--- src/abps_pkg.sv ---
// Shared types, constants and the pattern table of the alert beep sequencer.
`timescale 1ns / 1ps

package abps_pkg;

    // Counter widths
    localparam int ELAPSED_BITS = 16;
    localparam int SILENCE_BITS = 24;

    // Field widths of the channels
    localparam int OP_W      = 2;
    localparam int KIND_W    = 3;
    localparam int SIL_MS_W  = 24;
    localparam int INDEX_W   = 3;
    localparam int GROUP_W   = 5;
    localparam int TIME_W    = 16;

    // Saturation limit of the group counter
    localparam logic [GROUP_W-1:0] GROUP_MAX = {GROUP_W{1'b1}};

    // Operation codes of an input word
    typedef enum logic [OP_W-1:0] {
        OP_TICK    = 2'd0,
        OP_TRIGGER = 2'd1,
        OP_CLEAR   = 2'd2,
        OP_SILENCE = 2'd3
    } op_t;

    // One input word
    typedef struct packed {
        op_t                 op;
        logic [KIND_W-1:0]   alert_kind;
        logic [SIL_MS_W-1:0] silence_ms;
    } item_t;

    // One result word
    typedef struct packed {
        logic                beep_on;
        logic                alert_active;
        logic [KIND_W-1:0]   active_kind;
        logic                is_silenced;
        logic [SIL_MS_W-1:0] silence_left_ms;
        logic                request_taken;
    } result_t;

    // Timing of one alert kind
    typedef struct packed {
        logic [TIME_W-1:0]  beep;
        logic [TIME_W-1:0]  gap;
        logic [INDEX_W-1:0] per_group;
        logic [TIME_W-1:0]  pause;
        logic [GROUP_W-1:0] max_groups;
    } pattern_t;

    // Built-in pattern per kind; max_groups of zero means no limit
    function automatic pattern_t pattern_lookup(input logic [KIND_W-1:0] kind);
        pattern_t p;
        case (kind)
            3'd0:    p = '{16'd1000, 16'd500,  3'd3, 16'd10000, 5'd30};
            3'd1:    p = '{16'd200,  16'd300,  3'd2, 16'd5000,  5'd20};
            3'd2:    p = '{16'd200,  16'd0,    3'd1, 16'd30000, 5'd0};
            3'd3:    p = '{16'd100,  16'd100,  3'd5, 16'd15000, 5'd10};
            3'd4:    p = '{16'd500,  16'd200,  3'd4, 16'd8000,  5'd15};
            3'd5:    p = '{16'd300,  16'd200,  3'd3, 16'd10000, 5'd20};
            3'd6:    p = '{16'd1000, 16'd1000, 3'd2, 16'd12000, 5'd25};
            default: p = '{16'd500,  16'd0,    3'd1, 16'd0,     5'd1};
        endcase
        return p;
    endfunction

endpackage

--- src/abps_in_reg.sv ---
// Input register of the alert beep sequencer: holds one accepted word.
`timescale 1ns / 1ps

module abps_in_reg
    import abps_pkg::*;
(
    input  logic                aclk,
    input  logic                aresetn,
    input  logic                s_valid,
    output logic                s_ready,
    input  logic [OP_W-1:0]     s_op,
    input  logic [KIND_W-1:0]   s_alert_kind,
    input  logic [SIL_MS_W-1:0] s_silence_ms,
    input  logic                advance,
    output logic                item_valid,
    output item_t               item
);

    logic  valid_reg;
    item_t item_reg;

    // Take a new word when empty or when the held word moves on
    assign s_ready    = !valid_reg || advance;
    assign item_valid = valid_reg;
    assign item       = item_reg;

    always_ff @(posedge aclk) begin
        if (!aresetn) begin
            valid_reg <= 1'b0;
        end else if (s_ready) begin
            valid_reg <= s_valid;
        end
    end

    // Hold the payload; no reset needed
    always_ff @(posedge aclk) begin
        if (s_valid && s_ready) begin
            item_reg <= '{op_t'(s_op), s_alert_kind, s_silence_ms};
        end
    end

endmodule

--- src/abps_seq_core.sv ---
// Pattern state of the alert beep sequencer and its one-word update.
`timescale 1ns / 1ps

module abps_seq_core
    import abps_pkg::*;
(
    input  logic    aclk,
    input  logic    aresetn,
    input  logic    cfg_wr_en,
    input  logic    cfg_wr_data,
    input  logic    step,
    input  item_t   item,
    output result_t result
);

    logic                    enable_reg;
    logic                    running_reg,   running_next;
    logic [KIND_W-1:0]       kind_reg,      kind_next;
    logic                    sounding_reg,  sounding_next;
    logic [INDEX_W-1:0]      index_reg,     index_next;
    logic [GROUP_W-1:0]      group_reg,     group_next;
    logic                    after_reg,     after_next;
    logic [ELAPSED_BITS-1:0] elapsed_reg,   elapsed_next;
    logic [SILENCE_BITS-1:0] silence_reg,   silence_next;
    logic                    taken;

    pattern_t                pat;
    logic [TIME_W-1:0]       wait_ms;
    logic [INDEX_W-1:0]      index_inc;
    logic [31:0]             sil_req;
    logic [31:0]             sil_sat;

    localparam logic [31:0] SIL_LIMIT = 32'((64'd1 << SILENCE_BITS) - 64'd1);

    assign pat       = pattern_lookup(kind_reg);
    assign wait_ms   = after_reg ? pat.pause : pat.gap;
    assign index_inc = index_reg + INDEX_W'(1);
    assign sil_req   = 32'(item.silence_ms);
    assign sil_sat   = (sil_req > SIL_LIMIT) ? SIL_LIMIT : sil_req;

    // Compute the state after one word
    always_comb begin
        running_next  = running_reg;
        kind_next     = kind_reg;
        sounding_next = sounding_reg;
        index_next    = index_reg;
        group_next    = group_reg;
        after_next    = after_reg;
        elapsed_next  = elapsed_reg;
        silence_next  = silence_reg;
        taken         = 1'b0;
        case (item.op)
            OP_TICK: begin
                if (silence_reg != '0) begin
                    silence_next = silence_reg - SILENCE_BITS'(1);
                end
                if (elapsed_reg != {ELAPSED_BITS{1'b1}}) begin
                    elapsed_next = elapsed_reg + ELAPSED_BITS'(1);
                end
                if (!enable_reg) begin
                    sounding_next = 1'b0;
                end else if (running_reg && silence_next == '0) begin
                    if (pat.max_groups != '0 && group_reg >= pat.max_groups) begin
                        // Group limit reached: stop the pattern
                        running_next  = 1'b0;
                        sounding_next = 1'b0;
                    end else if (!sounding_reg) begin
                        // Start the beep once the gap or group pause is over
                        if (32'(elapsed_next) >= 32'(wait_ms)) begin
                            sounding_next = 1'b1;
                            elapsed_next  = '0;
                            after_next    = 1'b0;
                        end
                    end else if (32'(elapsed_next) >= 32'(pat.beep)) begin
                        // End the beep and count a finished group
                        sounding_next = 1'b0;
                        elapsed_next  = '0;
                        index_next    = index_inc;
                        if (index_inc >= pat.per_group) begin
                            index_next = '0;
                            if (group_reg != GROUP_MAX) begin
                                group_next = group_reg + GROUP_W'(1);
                            end
                            if (pat.pause == '0) begin
                                running_next = 1'b0;
                            end else begin
                                after_next = 1'b1;
                            end
                        end
                    end
                end else begin
                    sounding_next = 1'b0;
                end
            end
            OP_TRIGGER: begin
                // Refuse while disabled or below the running priority
                if (enable_reg && !(running_reg && item.alert_kind > kind_reg)) begin
                    kind_next    = item.alert_kind;
                    running_next = 1'b1;
                    group_next   = '0;
                    index_next   = '0;
                    after_next   = 1'b0;
                    elapsed_next = '0;
                    taken        = 1'b1;
                end
            end
            OP_CLEAR: begin
                if (running_reg && kind_reg == item.alert_kind) begin
                    running_next  = 1'b0;
                    group_next    = '0;
                    index_next    = '0;
                    after_next    = 1'b0;
                    elapsed_next  = '0;
                    sounding_next = 1'b0;
                    taken         = 1'b1;
                end
            end
            OP_SILENCE: begin
                if (running_reg) begin
                    silence_next  = SILENCE_BITS'(sil_sat);
                    sounding_next = 1'b0;
                    taken         = 1'b1;
                end
            end
            default: begin
                taken = 1'b0;
            end
        endcase
    end

    // Result as seen after the update
    assign result = '{
        beep_on:         sounding_next && enable_reg,
        alert_active:    running_next,
        active_kind:     kind_next,
        is_silenced:     silence_next != '0,
        silence_left_ms: SIL_MS_W'(32'(silence_next)),
        request_taken:   taken
    };

    // Hold pattern state; apply register writes and words
    always_ff @(posedge aclk) begin
        if (!aresetn) begin
            enable_reg   <= 1'b1;
            running_reg  <= 1'b0;
            kind_reg     <= '0;
            sounding_reg <= 1'b0;
            index_reg    <= '0;
            group_reg    <= '0;
            after_reg    <= 1'b0;
            elapsed_reg  <= '0;
            silence_reg  <= '0;
        end else if (cfg_wr_en) begin
            enable_reg <= cfg_wr_data;
            if (!cfg_wr_data) begin
                sounding_reg <= 1'b0;
            end
        end else if (step) begin
            running_reg  <= running_next;
            kind_reg     <= kind_next;
            sounding_reg <= sounding_next;
            index_reg    <= index_next;
            group_reg    <= group_next;
            after_reg    <= after_next;
            elapsed_reg  <= elapsed_next;
            silence_reg  <= silence_next;
        end
    end

endmodule

--- src/alert_beep_pattern_sequencer_core.sv ---
// Top level of the alert beep sequencer: input register, pattern core, output register.
`timescale 1ns / 1ps

// Alert beep sequencer for eight alert kinds.
// Input channel (s_valid/s_ready): one word per request. s_op selects a
// 1 ms tick, a trigger, a clear or a silence; s_alert_kind names the kind
// for trigger and clear; s_silence_ms gives the silence length.
// Result channel (m_valid/m_ready): one word per input word, in order,
// with the buzzer level, pattern status, silence countdown and whether the
// request took effect.
// cfg_wr_en/cfg_wr_data write buzzer_enable; write it only while idle.
// A word accepted into the input register is updated by the pattern core and
// held in the result register, which drives the result channel.
// Throughput: one word per cycle unless m_ready stalls; the whole update is
// a single pass of logic between the input register and the result register.
// The input register keeps taking words while the result register is free
// or is being read; when m_ready stays low both registers fill and s_ready
// drops until the result is taken.
// Reset (aresetn low, synchronous): no pattern running, no silence,
// buzzer enabled, both registers empty.
module alert_beep_pattern_sequencer_core
    import abps_pkg::*;
(
    input  logic                aclk,
    input  logic                aresetn,
    input  logic                cfg_wr_en,
    input  logic                cfg_wr_data,
    input  logic                s_valid,
    output logic                s_ready,
    input  logic [OP_W-1:0]     s_op,
    input  logic [KIND_W-1:0]   s_alert_kind,
    input  logic [SIL_MS_W-1:0] s_silence_ms,
    output logic                m_valid,
    input  logic                m_ready,
    output logic                m_beep_on,
    output logic                m_alert_active,
    output logic [KIND_W-1:0]   m_active_kind,
    output logic                m_is_silenced,
    output logic [SIL_MS_W-1:0] m_silence_left_ms,
    output logic                m_request_taken
);

    logic    item_valid;
    item_t   item;
    logic    advance;
    result_t result;
    logic    m_valid_reg;
    result_t result_reg;

    // Move a word on when the result register is free or being read
    assign advance = item_valid && (!m_valid_reg || m_ready);

    abps_in_reg u_in_reg (
        .aclk         (aclk),
        .aresetn      (aresetn),
        .s_valid      (s_valid),
        .s_ready      (s_ready),
        .s_op         (s_op),
        .s_alert_kind (s_alert_kind),
        .s_silence_ms (s_silence_ms),
        .advance      (advance),
        .item_valid   (item_valid),
        .item         (item)
    );

    abps_seq_core u_seq_core (
        .aclk        (aclk),
        .aresetn     (aresetn),
        .cfg_wr_en   (cfg_wr_en),
        .cfg_wr_data (cfg_wr_data),
        .step        (advance),
        .item        (item),
        .result      (result)
    );

    // Hold the result word until it is taken
    always_ff @(posedge aclk) begin
        if (!aresetn) begin
            m_valid_reg <= 1'b0;
        end else if (advance) begin
            m_valid_reg <= 1'b1;
        end else if (m_ready) begin
            m_valid_reg <= 1'b0;
        end
    end

    always_ff @(posedge aclk) begin
        if (advance) begin
            result_reg <= result;
        end
    end

    assign m_valid           = m_valid_reg;
    assign m_beep_on         = result_reg.beep_on;
    assign m_alert_active    = result_reg.alert_active;
    assign m_active_kind     = result_reg.active_kind;
    assign m_is_silenced     = result_reg.is_silenced;
    assign m_silence_left_ms = result_reg.silence_left_ms;
    assign m_request_taken   = result_reg.request_taken;

endmodule

--- config.mk ---
export PLATFORM = sky130hd
export DESIGN_NAME = alert_beep_pattern_sequencer_core
export DESIGN_NICKNAME = d
export VERILOG_FILES = /design/src/abps_pkg.sv /design/src/abps_in_reg.sv /design/src/abps_seq_core.sv /design/src/alert_beep_pattern_sequencer_core.sv
export SDC_FILE = /design/constraint.sdc
export NUM_CORES = 1
export LEC_CHECK = 0
export BUFFER_PORTS_ARGS = -buffer_cell sky130_fd_sc_hd__buf_2
export CAP_MARGIN = 20
export CORE_MARGIN = 2
export CORE_UTILIZATION = 34
export CTS_BUF_LIST = sky130_fd_sc_hd__clkbuf_8
export CTS_CLUSTER_DIAMETER = 80
export DETAILED_ROUTE_END_ITERATION = 7
export SYNTH_ARGS = -nofsm -noshare
export SYNTH_HDL_FRONTEND = slang
export SYNTH_HIERARCHICAL = 1
export SYNTH_SLANG_ARGS = --single-unit
--- constraint.sdc ---
create_clock -name aclk -period 5.6 [get_ports aclk]
set_input_delay 0.84 -clock aclk [delete_from_list [all_inputs] [get_ports aclk]]
set_output_delay 0.84 -clock aclk [all_outputs]
set_load 0.005 [all_outputs]
==> results_dict.tcl, run 1 <==
set metrics [dict create \
    outcome "finished, final reports clean" \
    met3RoutedLength_mm 1.18 \
    final_antenna_net_count 0 \
    critical_path.cell_chain "nand4_1, nor4_4, nor2_1, and3_1, xor2_1, ha_1, a21o_1, a21o_1, a211oi_1, o31a_1, nor4bb_1, o31ai_4, nor2_2, a32o_1" \
    die_width_microns 149 \
    synthesis.nets 838 \
    remaining_drc_errors 0 \
    worst_path_clk_slew_ns 0.07 \
    grt_pass1_wl_mm 29.7 \
    timing_hold_violations_final 0 \
    finalNonFillerCells 1094 \
    finalSetupViolCount 0 \
    ff2ff_setup_slack_ns 0.83 \
    crit_buf_inv 0 \
    synth_seq_area_share 0.414 \
    postSynthAreaPerCell_sq_um 9.35 \
    fin_worst_skew_ns 0.0108 \
    final-seq-area_sq_um 2940 \
    combined_area_of_all_synthesized_cells_sq_um 7120 \
    critPathSlowestCell "sky130_fd_sc_hd__nor4bb_1" \
    powerDensity_nw_per_um2 276 \
    placement.cell_area_sq_um 7670 \
    timing.final.crit_period_ns 4.77 \
    regToRegStartpoint "u_seq_core/elapsed_reg[3]" \
    worst_setup_path_startpoint "u_seq_core/elapsed_reg[3]" \
    wirelength_met1_mm 9.68 \
    grt_remaining_overflow 0 \
    groute.usage.overall 0.173 \
    worst_hold_path_type "flop to flop" \
    grt_setup_unrepaired "false" \
    detailedPlacementHpwl_mm 13.7 \
    fp.dieH_microns 149 \
    tritoncts "yes" \
    max_slew.worst_pin.slew_ns 0.962 \
    design_area_sq_um 8100 \
    slew_headroom 0.356 \
    synthesis.instances 761 \
    portBuffers 67 \
    synth_async_sr_flop_share 0 \
    synth_top_area_cell "sky130_fd_sc_hd__edfxtp_1" \
    fin_crit_sh 0.851 \
    final_common_cell "sky130_fd_sc_hd__nand2_1" \
    ir_drop_uv 135 \
    cts_root_buffer "sky130_fd_sc_hd__clkbuf_8" \
    largest_reg_flops 29 \
    number_of_drc_markers_in_iteration_0 580 \
    ys_flop_type "sky130_fd_sc_hd__edfxtp_1" \
    dr_total_vias 5847 \
    wl_met2_mm 7.68 \
    hold_slack_ns 0.494 \
    ioPinCount 68 \
    post_cts_hold_buffer_count 0 \
    core_region_area_sq_um 20400 \
    synth.distinct_cells 83 \
    timing.critical_path.fanout_max 15 \
    synthDominantCellAreaShare 0.253 \
    gpl.final_weighted_congestion 0.905 \
    design.final.nets 888 \
    grt_pass1_vias 5422 \
    hp-start "u_seq_core/group_reg[4]" \
    top_layer "met4" \
    floorplan.die_area_sq_um 22100 \
    post_cts.repair.setup_buffers 0 \
    detail_route.wl_per_cell_microns 17.1 \
    timing.critical_path.arrival_ns 5.14 \
    drive_above_1_share 0.166 \
    yosys_warnings 6 \
    setup.worst_path.start_class "flop" \
    maxCapViolCount 0 \
    drt-vias-per-instance 5.34 \
    post_cts.resized_instances 0 \
    finalMaxSlewViolations 0 \
    setup.worst_path.end_class "flop" \
    cp_data_required_time_ns 5.98 \
    areaGrowthSynthToFinish_pct 13.8 \
    ys_seq_elements 117 \
    max_stage_delay_ns 0.74 \
    insertion_delay_to_the_later_sink_of_the_worst_skew_pair_ns 0.44 \
    synth.area.top_cells "sky130_fd_sc_hd__edfxtp_1 (25%), sky130_fd_sc_hd__dfxtp_1 (16%), sky130_fd_sc_hd__ha_1 (7.4%)" \
    number_of_cts_inserted_buffers 17 \
    critical_path.top_delay_family "simple AND/OR/NAND/NOR gates" \
    place_inst 1062 \
    critical_path_class "flop to flop" \
    row_count 52 \
    maximum_number_of_pins_on_one_net_before_global_route_repair 49 \
    setup_tns_ns 0 \
    multi_input_gate_area_sq_um 3850 \
    static-leakage-power_nw 3.57 \
    leading_cell_types_in_the_layout_fill_and_taps_excluded "sky130_fd_sc_hd__nand2_1 (94), sky130_fd_sc_hd__buf_2 (67), sky130_fd_sc_hd__edfxtp_1 (60)" \
    initial_core_util 0.349 \
    htreeDepth 4 \
    critPathMostFrequentCell "sky130_fd_sc_hd__a21o_1" \
    antenna_cells_inserted 0 \
    detailedRoute.firstPassIterationCount 5 \
    clock.fmax_ghz 0.210 \
    cts-root-to-sink-buffers 2 \
    fillcell_total 2038 \
    tritoncts_num_sinks 117 \
    wl_mm 18.7 \
    grt_antenna_before_repair 0 \
    edff_count_synth 60 \
]
## path summary, 6_finish.rpt
check | end | depth (start not counted)
worst max-delay path | u_seq_core/elapsed_reg[1] | 14
worst min-delay path | u_seq_core/group_reg[4] | 2
worst max register to register | u_seq_core/elapsed_reg[1] | 14
worst min register to register | u_seq_core/group_reg[4] | 2
## worst register-to-register path, stage by stage (launching register included)
cell	delay (ns)
sky130_fd_sc_hd__dfxtp_1	0.47
sky130_fd_sc_hd__nand4_1	0.31
sky130_fd_sc_hd__nor4_4	0.50
sky130_fd_sc_hd__nor2_1	0.17
sky130_fd_sc_hd__and3_1	0.22
sky130_fd_sc_hd__xor2_1	0.24
sky130_fd_sc_hd__ha_1	0.30
sky130_fd_sc_hd__a21o_1	0.18
sky130_fd_sc_hd__a21o_1	0.17
sky130_fd_sc_hd__a211oi_1	0.27
sky130_fd_sc_hd__o31a_1	0.15
sky130_fd_sc_hd__nor4bb_1	0.74
sky130_fd_sc_hd__o31ai_4	0.18
sky130_fd_sc_hd__nor2_2	0.54
sky130_fd_sc_hd__a32o_1	0.26
## final cells by class
class                      instances  area share
tap                              270      0.0417
inverter                          39      0.0181
multi-input combinational        561       0.475
clock inverter                    13      0.0202
timing repair buffer              75      0.0488
sequential                       117       0.363
clock buffer                      19      0.0323
## synthesized netlist by cell type, types with 12 or more instances
master                     number
sky130_fd_sc_hd__xnor2_1       12
sky130_fd_sc_hd__a22o_1        15
sky130_fd_sc_hd__inv_1         37
sky130_fd_sc_hd__edfxtp_1      60
sky130_fd_sc_hd__ha_1          42
sky130_fd_sc_hd__o211a_1       20
sky130_fd_sc_hd__o21ai_0       33
sky130_fd_sc_hd__a21oi_1       30
sky130_fd_sc_hd__nand3_1       25
sky130_fd_sc_hd__nor2_1        54
sky130_fd_sc_hd__clkbuf_1      27
sky130_fd_sc_hd__nand2_1       94
sky130_fd_sc_hd__nand4_1       20
sky130_fd_sc_hd__dfxtp_1       57
sky130_fd_sc_hd__nor3_1        21
## metal layers
layer,track usage,vias to the layer above
met5,0,-
met4,0.0471,0
met3,0.0365,17
met2,0.243,167
met1,0.268,2720
li1,-,2943
## metrics by stage
step | util | power, mW | setup slack (ns)
finish | 0.398 | 2.24 | 0.833
global route | 0.398 | 2.35 | 0.449
CTS | 0.398 | 2.26 | 0.873
detailed placement | 0.377 | 1.41 | 0.884
global placement | 0.377 | 1.41 | 0.950
floorplan | - | 1.29 | 1.10
## cells by family (layout without fill, tap and decap cells)
| family | count (synthesis) | count (layout) | synth area share |
|---|---|---|---|
| multiplexers | 7 | 7 | 0.0104 |
| flip-flops | 117 | 117 | 0.414 |
| XOR/XNOR | 18 | 18 | 0.0232 |
| adder cells (fa/ha/maj) | 42 | 42 | 0.0738 |
| AO/OA/AOI/OAI | 184 | 184 | 0.193 |
| AND/OR/NAND/NOR | 310 | 310 | 0.239 |
| buffers and inverters | 83 | 146 | 0.0473 |
## power by group
part	switching [mW]	leakage, nW	total (mW)	internal (mW)
sequential	0.0442	1.04	0.999	0.955
clock	0.339	0.227	0.839	0.500
combinational	0.246	2.31	0.398	0.151
(Power assumes the default switching activity.)
==> run 2, diff against run 1 <==
- PLACE_DENSITY: not set -> 0.61
- SETUP_SLACK_MARGIN: not set -> 0.02
==> results_dict.tcl, run 2 (synthesis results as in run 1) <==
set metrics [dict create \
    outcome "finished, final reports clean" \
    fin_crit_sh 0.856 \
    grt_remaining_overflow 0 \
    cp_data_required_time_ns 5.98 \
    timing_hold_violations_final 0 \
    fin_worst_skew_ns 0.0185 \
    grt_pass1_wl_mm 30.4 \
    critical_path_class "flop to flop" \
    timing.final.crit_period_ns 4.79 \
    antenna_cells_inserted 0 \
    critPathSlowestCell "sky130_fd_sc_hd__nor4bb_1" \
    maximum_number_of_pins_on_one_net_before_global_route_repair 49 \
    powerDensity_nw_per_um2 288 \
    number_of_cts_inserted_buffers 17 \
    grt_setup_unrepaired "false" \
    insertion_delay_to_the_later_sink_of_the_worst_skew_pair_ns 0.44 \
    post_cts.resized_instances 0 \
    remaining_drc_errors 0 \
    die_width_microns 149 \
    critical_path.top_delay_family "simple AND/OR/NAND/NOR gates" \
    post_cts.repair.setup_buffers 0 \
    initial_core_util 0.349 \
    htreeDepth 4 \
    fp.dieH_microns 149 \
    gpl.final_weighted_congestion 0.907 \
    worst_path_clk_slew_ns 0.07 \
    maxCapViolCount 0 \
    detail_route.wl_per_cell_microns 17.3 \
    drt-vias-per-instance 5.41 \
    fillcell_total 2018 \
    groute.usage.overall 0.176 \
    detailedRoute.firstPassIterationCount 5 \
    largest_reg_flops 29 \
    cts-root-to-sink-buffers 2 \
    crit_buf_inv 0 \
    grt_antenna_before_repair 0 \
    setup_tns_ns 0 \
    drive_above_1_share 0.168 \
    ioPinCount 68 \
    cts_root_buffer "sky130_fd_sc_hd__clkbuf_8" \
    place_inst 1060 \
    core_region_area_sq_um 20400 \
    ir_drop_uv 130 \
    row_count 52 \
    postLayoutCoreUtil 0.399 \
    wl_mm 18.9 \
    areaGrowthSynthToFinish_pct 14.3 \
    clock.fmax_ghz 0.209 \
    floorplan.die_area_sq_um 22100 \
    number_of_drc_markers_in_iteration_0 529 \
    detailedPlacementHpwl_mm 13.7 \
    max_stage_delay_ns 0.75 \
    finalMaxSlewViolations 0 \
    portBuffers 67 \
    tritoncts_num_sinks 117 \
    max_slew.worst_pin.slew_ns 0.923 \
    finalSetupViolCount 0 \
    setup.worst_path.end_class "flop" \
    dr_total_vias 5912 \
    leading_cell_types_in_the_layout_fill_and_taps_excluded "sky130_fd_sc_hd__nand2_1 (94), sky130_fd_sc_hd__buf_2 (67), sky130_fd_sc_hd__edfxtp_1 (60)" \
    final_common_cell "sky130_fd_sc_hd__nand2_1" \
    timing.critical_path.fanout_max 15 \
    design.final.nets 886 \
    final_antenna_net_count 0 \
    tritoncts "yes" \
    critical_path.cell_chain "nand4_1, or2_2, or4_1, nand3_1, nor2_1, xor2_1, ha_1, a21o_1, a211oi_1, o31a_1, nor4bb_1, o31ai_4, nor2_2, a32o_1" \
    worst_hold_path_type "flop to flop" \
    timing.critical_path.arrival_ns 5.17 \
    grt_pass1_vias 5604 \
    post_cts_hold_buffer_count 0 \
    slew_headroom 0.382 \
    hold_slack_ns 0.502 \
    setup.worst_path.start_class "flop" \
    static-leakage-power_nw 3.58 \
    finalNonFillerCells 1092 \
]
run 2: cell count changes in the layout (fill, tap and decap cells not counted):
cell                         change
sky130_fd_sc_hd__inv_1           -3
sky130_fd_sc_hd__buf_4           -2
sky130_fd_sc_hd__bufinv_16       +2
sky130_fd_sc_hd__clkinv_4        +2
sky130_fd_sc_hd__clkbuf_8        -1
sky130_fd_sc_hd__clkinv_2        +1
sky130_fd_sc_hd__clkinvlp_4      -1
sky130_fd_sc_hd__inv_4           -1
sky130_fd_sc_hd__inv_6           +1
run 2: metal layers:
| layer | GRT usage | share of wire | vias up |
|---|---|---|---|
| met4 | 0.0481 | 0.0094 | 0 |
| met2 | 0.251 | 0.42 | 179 |
| met5 | 0 | 0 | - |
| met1 | 0.267 | 0.51 | 2789 |
| met3 | 0.0368 | 0.061 | 9 |
| li1 | - | - | 2935 |
run 2: final timing paths:
path	startpoint	end	slack, ns	depth (start not counted)
max	u_seq_core/elapsed_reg[13]	u_seq_core/elapsed_reg[1]	0.81	14
min	u_seq_core/group_reg[0]	u_seq_core/group_reg[0]	0.50	2
max reg2reg	u_seq_core/elapsed_reg[13]	u_seq_core/elapsed_reg[1]	0.81	14
min reg2reg	u_seq_core/group_reg[0]	u_seq_core/group_reg[0]	0.50	2
run 2: report_power, final:
part	total, mW	internal (mW)	switching (mW)
sequential	1.00	0.954	0.0453
clock	0.941	0.585	0.356
combinational	0.399	0.150	0.249
total	2.34	1.69	0.651
run 2: worst register-to-register path: cells and delay by family (launching register included):
family,cells,cell delay (ns)
simple gates,7,2.74
compound gates,5,1.03
flops,1,0.45
fa+ha+maj,1,0.30
xor+xnor,1,0.24
run 2: per-stage QoR:
stage | setup WS [ns] | area, sq um | power [mW]
after global routing | 0.431 | 8140 | 2.45
after global placement | 0.985 | 7660 | 1.41
after CTS | 0.854 | 8140 | 2.36
after floorplan | 1.10 | 7120 | 1.29
after detailed placement | 0.883 | 7660 | 1.41
final | 0.806 | 8140 | 2.34
run 2: layout make-up:
| type | count | area (sq um) | share of cell area |
|---|---|---|---|
| clock buffers | 18 | 248 | 0.0305 |
| clock inverters | 14 | 230 | 0.0283 |
| inverters | 39 | 146 | 0.0180 |
| multi-input cells | 561 | 3850 | 0.473 |
| flip-flops and latches | 117 | 2940 | 0.362 |
| well taps | 270 | 338 | 0.0415 |
| repair buffers | 73 | 380 | 0.0468 |
